## src/rtl/core/dxt_alpha_classifier_defines.svh

```systemverilog
// Assertion macros used by the alpha classifier merging stage.
// Depends on nothing; the using module must have clk and rst_n in scope.
`ifndef DXT_ALPHA_CLASSIFIER_DEFINES_SVH
`define DXT_ALPHA_CLASSIFIER_DEFINES_SVH

// The consequent must hold in the same cycle as the antecedent.
`define DXTAC_ASSERT_NOW(lbl, ante, cons, msg) \
  lbl: assert property (@(posedge clk) disable iff (!rst_n) (ante) |-> (cons)) \
    else $error(msg);

// The consequent must hold in the cycle after the antecedent.
`define DXTAC_ASSERT_NEXT(lbl, ante, cons, msg) \
  lbl: assert property (@(posedge clk) disable iff (!rst_n) (ante) |=> (cons)) \
    else $error(msg);

`endif

```

## src/rtl/core/dxtac_pkg.sv

```systemverilog
// Shared types, codes and constants of the alpha classifier.
// Depends on nothing; every other file of the block but the macro header refers to it.
package dxtac_pkg;

  localparam int MAX_DIM_DEF = 4096;
  localparam int BLK_W       = 64;
  localparam int LANES       = 16;
  localparam int CNT_W       = $clog2(LANES + 1);
  localparam int TALLY_W     = 25;
  localparam int DIM_CFG_W   = 13;
  localparam int CFG_DATA_W  = 13;
  localparam int REG_IDX_W   = 3;
  localparam int PCT_W       = 7;
  localparam int PROD_W      = TALLY_W + PCT_W;
  localparam int PCT_SCALE   = 100;

  localparam int SUM_W       = 11;
  localparam int RECIP_W     = 12;
  localparam int DIV7_MUL    = 2341;
  localparam int DIV5_MUL    = 3277;
  localparam int DIV_SHIFT   = 14;

  localparam logic [REG_IDX_W-1:0] REG_FORMAT    = 3'd0;
  localparam logic [REG_IDX_W-1:0] REG_WIDTH     = 3'd1;
  localparam logic [REG_IDX_W-1:0] REG_HEIGHT    = 3'd2;
  localparam logic [REG_IDX_W-1:0] REG_EDGE_LOW  = 3'd3;
  localparam logic [REG_IDX_W-1:0] REG_EDGE_HIGH = 3'd4;
  localparam logic [REG_IDX_W-1:0] REG_KEYED_PCT = 3'd5;

  typedef enum logic [1:0] {
    FMT_DXT1 = 2'd0,
    FMT_DXT3 = 2'd1,
    FMT_DXT5 = 2'd2,
    FMT_NONE = 2'd3
  } fmt_t;

  typedef enum logic [1:0] {
    KIND_OPAQUE = 2'd0,
    KIND_KEYED  = 2'd1,
    KIND_GRADED = 2'd2
  } kind_t;

  typedef logic [7:0] alpha_t;

  typedef struct packed {
    logic trans;
    logic betw;
  } lane_flags_t;

  typedef struct packed {
    logic valid;
    logic sup;
    logic last;
  } beat_ctl_t;

endpackage

```

## src/rtl/core/dxtac_palette.sv

```systemverilog
// Two-stage DXT5 alpha palette builder: weighted sums, then division by seven
// or five through reciprocal multiplication. Depends on dxtac_pkg.
module dxtac_palette (
  input  logic               clk,
  input  logic               en,
  input  logic [15:0]        ends_i,
  output dxtac_pkg::alpha_t  pal_o [8]
);

  localparam int SUM_W = dxtac_pkg::SUM_W;
  localparam int PW    = dxtac_pkg::SUM_W + dxtac_pkg::RECIP_W;

  logic [7:0]       a0_r, a1_r;
  logic             gt_r;
  logic [SUM_W-1:0] sum_nxt [6];
  logic [SUM_W-1:0] sum_r   [6];
  dxtac_pkg::alpha_t pal_nxt [8];
  dxtac_pkg::alpha_t pal_r   [8];

  always_comb begin
    logic [7:0] a0, a1;
    a0 = ends_i[7:0];
    a1 = ends_i[15:8];
    for (int i = 0; i < 6; i++) begin
      if (a0 > a1) begin
        sum_nxt[i] = SUM_W'((6 - i) * a0 + (i + 1) * a1);
      end else if (i < 4) begin
        sum_nxt[i] = SUM_W'((4 - i) * a0 + (i + 1) * a1);
      end else begin
        sum_nxt[i] = '0;
      end
    end
  end

  always_comb begin
    logic [PW-1:0] p7, p5;
    pal_nxt[0] = a0_r;
    pal_nxt[1] = a1_r;
    for (int i = 0; i < 6; i++) begin
      p7 = PW'(sum_r[i]) * PW'(dxtac_pkg::DIV7_MUL);
      p5 = PW'(sum_r[i]) * PW'(dxtac_pkg::DIV5_MUL);
      if (gt_r) begin
        pal_nxt[i+2] = p7[dxtac_pkg::DIV_SHIFT +: 8];
      end else if (i == 4) begin
        pal_nxt[i+2] = 8'h00;
      end else if (i == 5) begin
        pal_nxt[i+2] = 8'hFF;
      end else begin
        pal_nxt[i+2] = p5[dxtac_pkg::DIV_SHIFT +: 8];
      end
    end
  end

  always_ff @(posedge clk) begin
    if (en) begin
      a0_r  <= ends_i[7:0];
      a1_r  <= ends_i[15:8];
      gt_r  <= ends_i[7:0] > ends_i[15:8];
      sum_r <= sum_nxt;
      pal_r <= pal_nxt;
    end
  end

  assign pal_o = pal_r;

endmodule

```

## src/rtl/core/dxtac_lane.sv

```systemverilog
// One texel lane: decodes a texel alpha for the selected format and sorts it
// against the low and high edges. Depends on dxtac_pkg.
module dxtac_lane (
  input  dxtac_pkg::fmt_t        fmt_i,
  input  logic [1:0]             code1_i,
  input  logic [3:0]             code3_i,
  input  logic [2:0]             code5_i,
  input  logic                   c_gt_i,
  input  dxtac_pkg::alpha_t      pal_i [8],
  input  logic [7:0]             edge_low_i,
  input  logic [7:0]             edge_high_i,
  output dxtac_pkg::lane_flags_t flags_o
);

  dxtac_pkg::alpha_t alpha;

  always_comb begin
    unique case (fmt_i)
      dxtac_pkg::FMT_DXT1: alpha = (!c_gt_i && code1_i == 2'd3) ? 8'h00 : 8'hFF;
      dxtac_pkg::FMT_DXT3: alpha = {code3_i, code3_i};
      dxtac_pkg::FMT_DXT5: alpha = pal_i[code5_i];
      default:             alpha = 8'h00;
    endcase
  end

  assign flags_o.trans = alpha <= edge_low_i;
  assign flags_o.betw  = (alpha > edge_low_i) && (alpha < edge_high_i);

endmodule

```

## src/rtl/core/dxtac_merge.sv

```systemverilog
// Merging stage: counts lane flags, keeps the surface tallies, forms the
// percentage test and holds the result register. Depends on dxtac_pkg.
`include "dxt_alpha_classifier_defines.svh"

module dxtac_merge (
  input  logic                         clk,
  input  logic                         rst_n,
  input  dxtac_pkg::beat_ctl_t         ctl_i,
  input  logic [dxtac_pkg::LANES-1:0]  vis_i,
  input  logic [dxtac_pkg::LANES-1:0]  trans_i,
  input  logic [dxtac_pkg::LANES-1:0]  betw_i,
  input  logic [dxtac_pkg::PCT_W-1:0]  keyed_pct_i,
  input  logic                         out_stall,
  output logic                         adv_o,
  output logic                         out_valid,
  output logic [1:0]                   out_alpha_kind,
  output logic [dxtac_pkg::TALLY_W-1:0] out_texel_total,
  output logic [dxtac_pkg::TALLY_W-1:0] out_between_count,
  output logic [dxtac_pkg::TALLY_W-1:0] out_transparent_count
);

  localparam int LANES   = dxtac_pkg::LANES;
  localparam int CNT_W   = dxtac_pkg::CNT_W;
  localparam int TALLY_W = dxtac_pkg::TALLY_W;
  localparam int PROD_W  = dxtac_pkg::PROD_W;

  function automatic logic [CNT_W-1:0] popcnt(input logic [LANES-1:0] v);
    logic [CNT_W-1:0] n;
    n = '0;
    for (int i = 0; i < LANES; i++) begin
      n = n + CNT_W'(v[i]);
    end
    return n;
  endfunction

  logic [TALLY_W-1:0] tally_t_r, tally_b_r, tally_x_r;
  logic [TALLY_W-1:0] tally_t_nxt, tally_b_nxt, tally_x_nxt;

  logic               m1_v_r, m1_sup_r;
  logic [TALLY_W-1:0] m1_t_r, m1_b_r, m1_x_r;

  logic               m2_v_r, m2_sup_r, m2_zero_r;
  logic [TALLY_W-1:0] m2_t_r, m2_b_r, m2_x_r;
  logic [PROD_W-1:0]  m2_b100_r, m2_tk_r;

  logic               out_valid_r;
  dxtac_pkg::kind_t   out_kind_r;
  logic [TALLY_W-1:0] out_t_r, out_b_r, out_x_r;
  dxtac_pkg::kind_t   kind_nxt;
  logic               out_load;
  logic               adv;

  assign adv      = !(out_valid_r && out_stall && m2_v_r);
  assign out_load = !out_valid_r || !out_stall;

  assign tally_t_nxt = tally_t_r + TALLY_W'(popcnt(vis_i));
  assign tally_b_nxt = tally_b_r + TALLY_W'(popcnt(betw_i));
  assign tally_x_nxt = tally_x_r + TALLY_W'(popcnt(trans_i));

  always_comb begin
    if (!m2_sup_r) begin
      kind_nxt = dxtac_pkg::KIND_GRADED;
    end else if (m2_zero_r) begin
      kind_nxt = dxtac_pkg::KIND_OPAQUE;
    end else if (m2_b100_r < m2_tk_r) begin
      kind_nxt = dxtac_pkg::KIND_KEYED;
    end else begin
      kind_nxt = dxtac_pkg::KIND_GRADED;
    end
  end

  always_ff @(posedge clk) begin
    if (!rst_n) begin
      tally_t_r   <= '0;
      tally_b_r   <= '0;
      tally_x_r   <= '0;
      m1_v_r      <= 1'b0;
      m2_v_r      <= 1'b0;
      out_valid_r <= 1'b0;
    end else begin
      if (adv) begin
        m1_v_r <= ctl_i.valid && ctl_i.last;
        m2_v_r <= m1_v_r;
        if (ctl_i.valid) begin
          if (ctl_i.last) begin
            tally_t_r <= '0;
            tally_b_r <= '0;
            tally_x_r <= '0;
          end else begin
            tally_t_r <= tally_t_nxt;
            tally_b_r <= tally_b_nxt;
            tally_x_r <= tally_x_nxt;
          end
        end
      end
      if (out_load) begin
        out_valid_r <= m2_v_r;
      end
    end
  end

  always_ff @(posedge clk) begin
    if (adv) begin
      m1_sup_r  <= ctl_i.sup;
      m1_t_r    <= tally_t_nxt;
      m1_b_r    <= tally_b_nxt;
      m1_x_r    <= tally_x_nxt;
      m2_sup_r  <= m1_sup_r;
      m2_zero_r <= (m1_b_r == '0) && (m1_x_r == '0);
      m2_t_r    <= m1_t_r;
      m2_b_r    <= m1_b_r;
      m2_x_r    <= m1_x_r;
      m2_b100_r <= PROD_W'(m1_b_r) * PROD_W'(dxtac_pkg::PCT_SCALE);
      m2_tk_r   <= PROD_W'(m1_t_r) * PROD_W'(keyed_pct_i);
    end
    if (out_load) begin
      out_kind_r <= kind_nxt;
      out_t_r    <= m2_sup_r ? m2_t_r : '0;
      out_b_r    <= m2_sup_r ? m2_b_r : '0;
      out_x_r    <= m2_sup_r ? m2_x_r : '0;
    end
  end

  assign adv_o                 = adv;
  assign out_valid             = out_valid_r;
  assign out_alpha_kind        = out_kind_r;
  assign out_texel_total       = out_t_r;
  assign out_between_count     = out_b_r;
  assign out_transparent_count = out_x_r;

  `DXTAC_ASSERT_NOW(a_opaque_empty, out_valid_r && out_kind_r == dxtac_pkg::KIND_OPAQUE, out_b_r == '0 && out_x_r == '0, "Opaque result carries non-zero counts.")
  `DXTAC_ASSERT_NOW(a_counts_fit, out_valid_r, (TALLY_W+1)'(out_b_r) + (TALLY_W+1)'(out_x_r) <= (TALLY_W+1)'(out_t_r), "Class counts exceed the texel total.")
  `DXTAC_ASSERT_NEXT(a_tally_clear, adv && ctl_i.valid && ctl_i.last, tally_t_r == '0 && tally_b_r == '0 && tally_x_r == '0, "Tallies not cleared after the last block.")
  `DXTAC_ASSERT_NEXT(a_result_held, !adv, m2_v_r && $stable(m2_t_r), "Waiting result lost while the output was stalled.")

endmodule

```

## src/rtl/core/dxt_alpha_classifier.sv

```systemverilog
// Alpha classifier for DXT1, DXT3 and DXT5 surfaces.
// Usage:
//   Input channel (in_valid / in_stall / in_block_bytes): one beat per 4x4
//   block in raster order, carrying the first eight bytes of the block.
//   Result channel (out_valid / out_stall / out_*): one beat after the last
//   block of each surface, giving the alpha kind and the three counts.
//   Configuration channel (cfg_valid / cfg_ready / cfg_index / cfg_data):
//   always ready; write only while no block is in flight.
// Timing:
//   One block is taken every cycle while in_stall is low. Sixteen lanes decode
//   the texels of a block side by side and a merging stage adds their flags to
//   the tallies. The result for the last block of a surface passes through the
//   pipeline registers p1, p2 and p3, then m1, m2 and the output register.
//   When the receiver stalls, the result waits in the output register and
//   blocks keep flowing; in_stall rises only when a second result reaches
//   the stage behind a stalled one, and falls in the same cycle as the
//   receiver takes the waiting beat.
// Reset: registers return to DXT1, 4 x 4 texels, edges 0 and 255, keyed at
//   five percent; the block position and tallies clear, no result is pending.
// Depends on dxtac_pkg, dxtac_palette, dxtac_lane and dxtac_merge.
module dxt_alpha_classifier #(
  parameter int MAX_DIM = dxtac_pkg::MAX_DIM_DEF
) (
  input  logic                            clk,
  input  logic                            rst_n,
  input  logic                            in_valid,
  output logic                            in_stall,
  input  logic [dxtac_pkg::BLK_W-1:0]     in_block_bytes,
  output logic                            out_valid,
  input  logic                            out_stall,
  output logic [1:0]                      out_alpha_kind,
  output logic [dxtac_pkg::TALLY_W-1:0]   out_texel_total,
  output logic [dxtac_pkg::TALLY_W-1:0]   out_between_count,
  output logic [dxtac_pkg::TALLY_W-1:0]   out_transparent_count,
  input  logic                            cfg_valid,
  output logic                            cfg_ready,
  input  logic [dxtac_pkg::REG_IDX_W-1:0] cfg_index,
  input  logic [dxtac_pkg::CFG_DATA_W-1:0] cfg_data
);

  localparam int LANES     = dxtac_pkg::LANES;
  localparam int BLK_W     = dxtac_pkg::BLK_W;
  localparam int DIM_CFG_W = dxtac_pkg::DIM_CFG_W;
  localparam int PCT_W     = dxtac_pkg::PCT_W;
  localparam int DIM_W     = $clog2(MAX_DIM + 1);
  localparam int NBLK      = (MAX_DIM + 3) / 4;
  localparam int COL_W     = (NBLK > 1) ? $clog2(NBLK) : 1;
  localparam int EXT_W     = ((DIM_W > DIM_CFG_W) ? DIM_W : DIM_CFG_W) + 1;
  localparam int CMP_W     = ((COL_W + 2) > DIM_W) ? (COL_W + 2) : DIM_W;

  // Configuration registers.
  dxtac_pkg::fmt_t      fmt_r;
  logic [DIM_CFG_W-1:0] img_w_r, img_h_r;
  logic [7:0]           edge_low_r, edge_high_r;
  logic [PCT_W-1:0]     keyed_pct_r;

  logic                 accept, adv;
  logic [COL_W-1:0]     col_r, row_r;
  logic [EXT_W-1:0]     w_ext, h_ext;
  logic [DIM_W-1:0]     w_c, h_c;
  logic [COL_W:0]       bw, bh;
  logic                 row_end, last, sup;
  logic [3:0]           col_vis, row_vis;
  logic [LANES-1:0]     vis_nxt;

  logic                 p1_v_r, p1_sup_r, p1_last_r;
  dxtac_pkg::fmt_t      p1_fmt_r;
  logic [BLK_W-1:0]     p1_blk_r;
  logic [LANES-1:0]     p1_vis_r;

  logic                 p2_v_r, p2_sup_r, p2_last_r;
  dxtac_pkg::fmt_t      p2_fmt_r;
  logic [BLK_W-1:0]     p2_blk_r;
  logic [LANES-1:0]     p2_vis_r;
  logic                 c_gt;

  logic                 p3_v_r, p3_sup_r, p3_last_r;
  logic [LANES-1:0]     p3_vis_r, p3_trans_r, p3_betw_r;

  dxtac_pkg::alpha_t     pal [8];
  dxtac_pkg::lane_flags_t flags [LANES];
  logic [LANES-1:0]     trans_nxt, betw_nxt;
  dxtac_pkg::beat_ctl_t merge_ctl;

  assign cfg_ready = 1'b1;
  assign in_stall  = !adv;
  assign accept    = in_valid && adv;
  assign sup       = fmt_r != dxtac_pkg::FMT_NONE;

  always_ff @(posedge clk) begin
    if (!rst_n) begin
      fmt_r       <= dxtac_pkg::FMT_DXT1;
      img_w_r     <= DIM_CFG_W'(4);
      img_h_r     <= DIM_CFG_W'(4);
      edge_low_r  <= 8'd0;
      edge_high_r <= 8'd255;
      keyed_pct_r <= PCT_W'(5);
    end else if (cfg_valid && cfg_ready) begin
      unique case (cfg_index)
        dxtac_pkg::REG_FORMAT:    fmt_r       <= dxtac_pkg::fmt_t'(cfg_data[1:0]);
        dxtac_pkg::REG_WIDTH:     img_w_r     <= cfg_data[DIM_CFG_W-1:0];
        dxtac_pkg::REG_HEIGHT:    img_h_r     <= cfg_data[DIM_CFG_W-1:0];
        dxtac_pkg::REG_EDGE_LOW:  edge_low_r  <= cfg_data[7:0];
        dxtac_pkg::REG_EDGE_HIGH: edge_high_r <= cfg_data[7:0];
        dxtac_pkg::REG_KEYED_PCT: keyed_pct_r <= cfg_data[PCT_W-1:0];
        default: ;
      endcase
    end
  end

  // Clamped surface size and block grid.
  always_comb begin
    w_ext = EXT_W'(img_w_r);
    h_ext = EXT_W'(img_h_r);
    if (w_ext == '0) begin
      w_c = DIM_W'(1);
    end else if (w_ext > EXT_W'(MAX_DIM)) begin
      w_c = DIM_W'(MAX_DIM);
    end else begin
      w_c = DIM_W'(w_ext);
    end
    if (h_ext == '0) begin
      h_c = DIM_W'(1);
    end else if (h_ext > EXT_W'(MAX_DIM)) begin
      h_c = DIM_W'(MAX_DIM);
    end else begin
      h_c = DIM_W'(h_ext);
    end
    bw = (COL_W+1)'(((DIM_W+1)'(w_c) + (DIM_W+1)'(3)) >> 2);
    bh = (COL_W+1)'(((DIM_W+1)'(h_c) + (DIM_W+1)'(3)) >> 2);
    row_end = ((COL_W+1)'(col_r) + (COL_W+1)'(1)) >= bw;
    last    = row_end && (((COL_W+1)'(row_r) + (COL_W+1)'(1)) >= bh);
  end

  always_comb begin
    for (int i = 0; i < 4; i++) begin
      col_vis[i] = CMP_W'({col_r, 2'(i)}) < CMP_W'(w_c);
      row_vis[i] = CMP_W'({row_r, 2'(i)}) < CMP_W'(h_c);
    end
    for (int t = 0; t < LANES; t++) begin
      vis_nxt[t] = col_vis[t & 3] && row_vis[t >> 2] && sup;
    end
  end

  always_ff @(posedge clk) begin
    if (!rst_n) begin
      col_r  <= '0;
      row_r  <= '0;
      p1_v_r <= 1'b0;
      p2_v_r <= 1'b0;
      p3_v_r <= 1'b0;
    end else begin
      if (accept) begin
        if (last) begin
          col_r <= '0;
          row_r <= '0;
        end else if (row_end) begin
          col_r <= '0;
          row_r <= row_r + COL_W'(1);
        end else begin
          col_r <= col_r + COL_W'(1);
        end
      end
      if (adv) begin
        p1_v_r <= accept;
        p2_v_r <= p1_v_r;
        p3_v_r <= p2_v_r;
      end
    end
  end

  always_ff @(posedge clk) begin
    if (adv) begin
      p1_sup_r   <= sup;
      p1_last_r  <= last;
      p1_fmt_r   <= fmt_r;
      p1_blk_r   <= in_block_bytes;
      p1_vis_r   <= vis_nxt;
      p2_sup_r   <= p1_sup_r;
      p2_last_r  <= p1_last_r;
      p2_fmt_r   <= p1_fmt_r;
      p2_blk_r   <= p1_blk_r;
      p2_vis_r   <= p1_vis_r;
      p3_sup_r   <= p2_sup_r;
      p3_last_r  <= p2_last_r;
      p3_vis_r   <= p2_vis_r;
      p3_trans_r <= trans_nxt & p2_vis_r;
      p3_betw_r  <= betw_nxt & p2_vis_r;
    end
  end

  dxtac_palette u_palette (
    .clk    (clk),
    .en     (adv),
    .ends_i (in_block_bytes[15:0]),
    .pal_o  (pal)
  );

  assign c_gt = p2_blk_r[15:0] > p2_blk_r[31:16];

  for (genvar t = 0; t < LANES; t++) begin : g_lane
    dxtac_lane u_lane (
      .fmt_i       (p2_fmt_r),
      .code1_i     (p2_blk_r[32 + 2*t +: 2]),
      .code3_i     (p2_blk_r[4*t +: 4]),
      .code5_i     (p2_blk_r[16 + 3*t +: 3]),
      .c_gt_i      (c_gt),
      .pal_i       (pal),
      .edge_low_i  (edge_low_r),
      .edge_high_i (edge_high_r),
      .flags_o     (flags[t])
    );
    assign trans_nxt[t] = flags[t].trans;
    assign betw_nxt[t]  = flags[t].betw;
  end

  assign merge_ctl.valid = p3_v_r;
  assign merge_ctl.sup   = p3_sup_r;
  assign merge_ctl.last  = p3_last_r;

  dxtac_merge u_merge (
    .clk                   (clk),
    .rst_n                 (rst_n),
    .ctl_i                 (merge_ctl),
    .vis_i                 (p3_vis_r),
    .trans_i               (p3_trans_r),
    .betw_i                (p3_betw_r),
    .keyed_pct_i           (keyed_pct_r),
    .out_stall             (out_stall),
    .adv_o                 (adv),
    .out_valid             (out_valid),
    .out_alpha_kind        (out_alpha_kind),
    .out_texel_total       (out_texel_total),
    .out_between_count     (out_between_count),
    .out_transparent_count (out_transparent_count)
  );

endmodule
```

## config.mk

```make
export PLATFORM = sky130hd
export DESIGN_NAME = dxt_alpha_classifier
export DESIGN_NICKNAME = d
export VERILOG_FILES = /design/src/rtl/core/dxtac_pkg.sv /design/src/rtl/core/dxtac_palette.sv /design/src/rtl/core/dxtac_lane.sv /design/src/rtl/core/dxtac_merge.sv /design/src/rtl/core/dxt_alpha_classifier.sv
export VERILOG_INCLUDE_DIRS = /design/src /design/src/rtl/core
export SDC_FILE = /design/constraint.sdc
export NUM_CORES = 2
export LEC_CHECK = 0
export ABC_AREA = 1
export BUFFER_PORTS_ARGS = -buffer_cell sky130_fd_sc_hd__buf_2
export CORE_MARGIN = 5
export CORE_UTILIZATION = 50
export CTS_CLUSTER_SIZE = 24
export DETAILED_ROUTE_END_ITERATION = 7
export GPL_TIMING_DRIVEN = 0
export PLACE_DENSITY = 0.69
export SLEW_MARGIN = 20
export SYNTH_ARGS = -nofsm -noshare
export SYNTH_HDL_FRONTEND = slang
export SYNTH_SLANG_ARGS = --single-unit
```

## constraint.sdc

```tcl
create_clock -name clk -period 27.9 [get_ports clk]
set_clock_uncertainty 0.2 [all_clocks]
set_input_delay 2.79 -clock clk [delete_from_list [all_inputs] [get_ports clk]]
set_output_delay 2.79 -clock clk [all_outputs]
set_load 0.1 [all_outputs]
```

==> results.py <==
metrics = {
    "status": {
        "outcome": "finished, violations left",
        "violations": "design-rule violations",
    },
    "logic_synthesis": {
        "yosysSeqAreaShare_pct": 28.0,
        "synthesis.area_um2": 77300,
        "yosysUniqueCellTypes": 76,
        "synth_seq_cells": 770,
        "syn_nets": 11100,
        "avgSynthCellArea_um2": 8.24,
        "synth_ff_type": "edfxtp_1",
        "synth_edf_count": 618,
        "synthArstFlopShare_pct": 0,
        "synthCells": 9373,
        "yosysWarnings": 0,
    },
    "grt": {
        "antenna_found_initial": 9,
        "grtUsageTotal_pct": 32.4,
        "grt_pass1_vias": 67200,
        "grt_pass1_wl_um": 403000,
        "gr-total-overflow": 0,
        "grt_max_degree": 107,
    },
    "clock_network": {
        "cts_hold_buf": 0,
        "cts-root-buf": "clkbuf_16",
        "cts_sinks": 770,
        "clkTransAtPathRegs_ns": 0.06,
        "cts_tree": "yes",
        "clk_latency_ns": 0.75,
        "clock_path_buffers": 3,
        "numCtsBuffers": 90,
        "cts_resized": 0,
        "htreeDepth": 3,
        "post_cts_buffers": 0,
    },
    "floorplan": {
        "dieHeight_um": 403,
        "rows": 144,
        "dieArea_um2": 163000,
        "ios": 165,
        "initial_utilization_pct": 50.2,
        "dieWidth_um": 403,
        "core_area_um2": 154000,
    },
    "job": {
        "cap_violations": 0,
    },
    "power_and_ir_drop": {
        "ir_drop_v": 0.000258,
        "power_density_nw_per_um2": 137,
        "p_leak_nw": 41.3,
    },
    "route": {
        "drc": 2,
        "num_vias": 68000,
        "firstDrtPassIters": 8,
        "vias_per_cell": 5.78,
        "first_iter_violations": 6045,
        "totalWireLength_um": 268000,
        "ant_nets": 0,
        "routedWlPerCell_um": 22.8,
    },
    "sta": {
        "finalCriticalPeriod_ns": 7.13,
        "min_period_over_period_pct": 25.5,
        "setup_viol": 0,
        "fmax_ghz": 0.140,
        "fin_ws_ns": 20.77,
        "worst_pin_slew_ns": 1.33,
        "hold_violations": 0,
        "relSlewSlack_pct": 11.2,
        "slew_violations": 0,
        "rsz0062_at_grt": "no",
        "totalNegativeSetupSlack_ns": 0,
    },
    "critical_path": {
        "reg2reg_depth": 17,
        "cp-start-kind": "input pin",
        "worstReg2RegStart": "p3_vis_r[0]",
        "crit_fanout": 29,
        "worstPathArrival_ns": 4.14,
        "rr_endpoint": "u_merge.tally_t_r[24]",
        "reg2reg_slack_ns": 21.45,
        "crit_type": "input pin to primary output",
        "end_kind": "primary output",
        "required_ns": 24.91,
    },
    "finish": {
        "area_growth_pct": 8.71,
        "drive_above_1_share_pct": 4.77,
        "fin_area_um2": 84000,
        "nets": 11400,
    },
    "place": {
        "numPortBuffers": 162,
        "dpl_cell_area_um2": 80900,
        "place_ws_ns": 20.74,
        "gp_congestion": 1.09,
        "dpl.hpwl_um": 208000,
    },
    "worst_hold_path": {
        "holdPathStages": 0,
        "worstHoldEndpoint": "p2_fmt_r[1]",
        "hold_class": "flip-flop to flip-flop",
        "holdCritStartpoint": "p1_fmt_r[1]",
    },
}
-- where the power goes --
part           leakage (nW)  switching [mW]  internal [mW]
logic                  31.7            5.41           3.08
clock network          1.46           0.529          0.673
registers              8.20           0.263           1.58
-- kinds of logic after synthesis --
logic type,Yosys count,share of synthesized area [%]
and+or+nand+nor,2614,14.4
AOI/OAI and AO/OA,2166,15.1
buffers and inverters,1975,9.67
adders and majority gates,1626,30.3
DFF,770,28.0
xor gates and xnor gates,221,2.55
other,1,0.00485
-- sequential cells by signal (all words and copies together), names as in the netlist, 27 cells and up --
signal             flops
u_merge.m2_b100_r     27
u_palette.pal_o       48
p1_blk_r              64
p2_blk_r              64
u_merge.m2_tk_r       32
u_palette.sum_r       62
-- layer usage --
metal | wire length, um | share of wire (%) | vias to the layer above | track usage (%)
li1 | - | - | 32100 | -
met1 | 104000 | 39 | 32100 | 39.7
met2 | 121000 | 45 | 2937 | 52.7
met3 | 21300 | 8.0 | 873 | 5.66
met4 | 21100 | 7.9 | 2 | 20.9
met5 | 13 | 0.0049 | - | 0
-- placed cells by master, fill, tap and decap left out, types with 28 or more instances in the layout --
cell	count
inv_1	1603
dfxtp_1	152
xor2_1	135
ha_1	1222
clkinv_1	29
clkbuf_1	266
nor4_1	28
buf_2	198
fa_1	404
clkbuf_16	91
nor3_1	63
buf_1	38
o21ai_0	807
nand4_1	56
o211ai_1	108
nor2_1	393
nand3_1	538
o21bai_1	28
a21oi_1	1039
edfxtp_1	618
xnor2_1	81
nand2_1	1442
-- through the flow --
stage | hold WS [ns] | cells | power (mW) | util, %
floorplan | 0.200 | 9373 | 7.80 | -
global placement | 0.200 | 11600 | 9.91 | 52.4
detailed placement | 0.205 | 11600 | 10.2 | 52.6
CTS | 0.210 | 11800 | 11.5 | 54.6
global route | 0.212 | 11800 | 12.8 | 54.6
finish | 0.209 | 11800 | 11.5 | 54.6
-- Yosys cell counts, types with 16 or more instances --
| library cell | instances | area (um^2) |
|---|---|---|
| nand2_1 | 1443 | 5420 |
| o31ai_1 | 19 | 143 |
| a21oi_1 | 1039 | 5200 |
| nor3_1 | 63 | 315 |
| nor2_1 | 394 | 1480 |
| xnor2_1 | 81 | 709 |
| o211ai_1 | 108 | 811 |
| nand4_1 | 56 | 350 |
| inv_1 | 1603 | 6020 |
| buf_2 | 36 | 180 |
| dfxtp_1 | 152 | 3040 |
| o21ai_0 | 807 | 4040 |
| clkinv_1 | 19 | 71.3 |
| fa_1 | 404 | 8090 |
| o2111ai_1 | 19 | 166 |
| ha_1 | 1222 | 15300 |
| buf_1 | 38 | 143 |
| o22ai_1 | 16 | 100 |
| clkbuf_1 | 268 | 1010 |
| a31oi_1 | 18 | 113 |
| o21a_1 | 21 | 158 |
| nor4_1 | 29 | 181 |
| nand2_2 | 21 | 131 |
| edfxtp_1 | 618 | 18600 |
| xor2_1 | 135 | 1180 |
| nand3_1 | 538 | 2690 |
| o21bai_1 | 28 | 210 |
-- worst max path at each step --
stage,cells past startpoint,endpoint,startpoint
2_1_floorplan,8,row_r[3],out_stall
3_3_place_gp,10,u_merge.tally_b_r[24],out_stall
3_5_place_dp,4,in_stall,out_stall
4_1_cts,4,in_stall,out_stall
5_1_grt,4,in_stall,out_stall
6_report,4,in_stall,out_stall
-- worst max-delay path: stages --
cell and delay (ns):
buf_2 0.10, nand2_4 0.23, nor2_2 0.49, buf_2 0.52
-- area by class of cell --
type	instances	area [um^2]
Multi-Input combinational cell	6628	48200
Sequential cell	770	21600
Buffer	345	1370
Tap cell	2044	2560
Fill cell	14200	69900
Inverter	1630	6130
Clock buffer	105	2340
Timing Repair Buffer	174	1070
Clock inverter	61	707
Antenna cell	4	10.0
No activity file was read; power rests on OpenSTA's default activity.
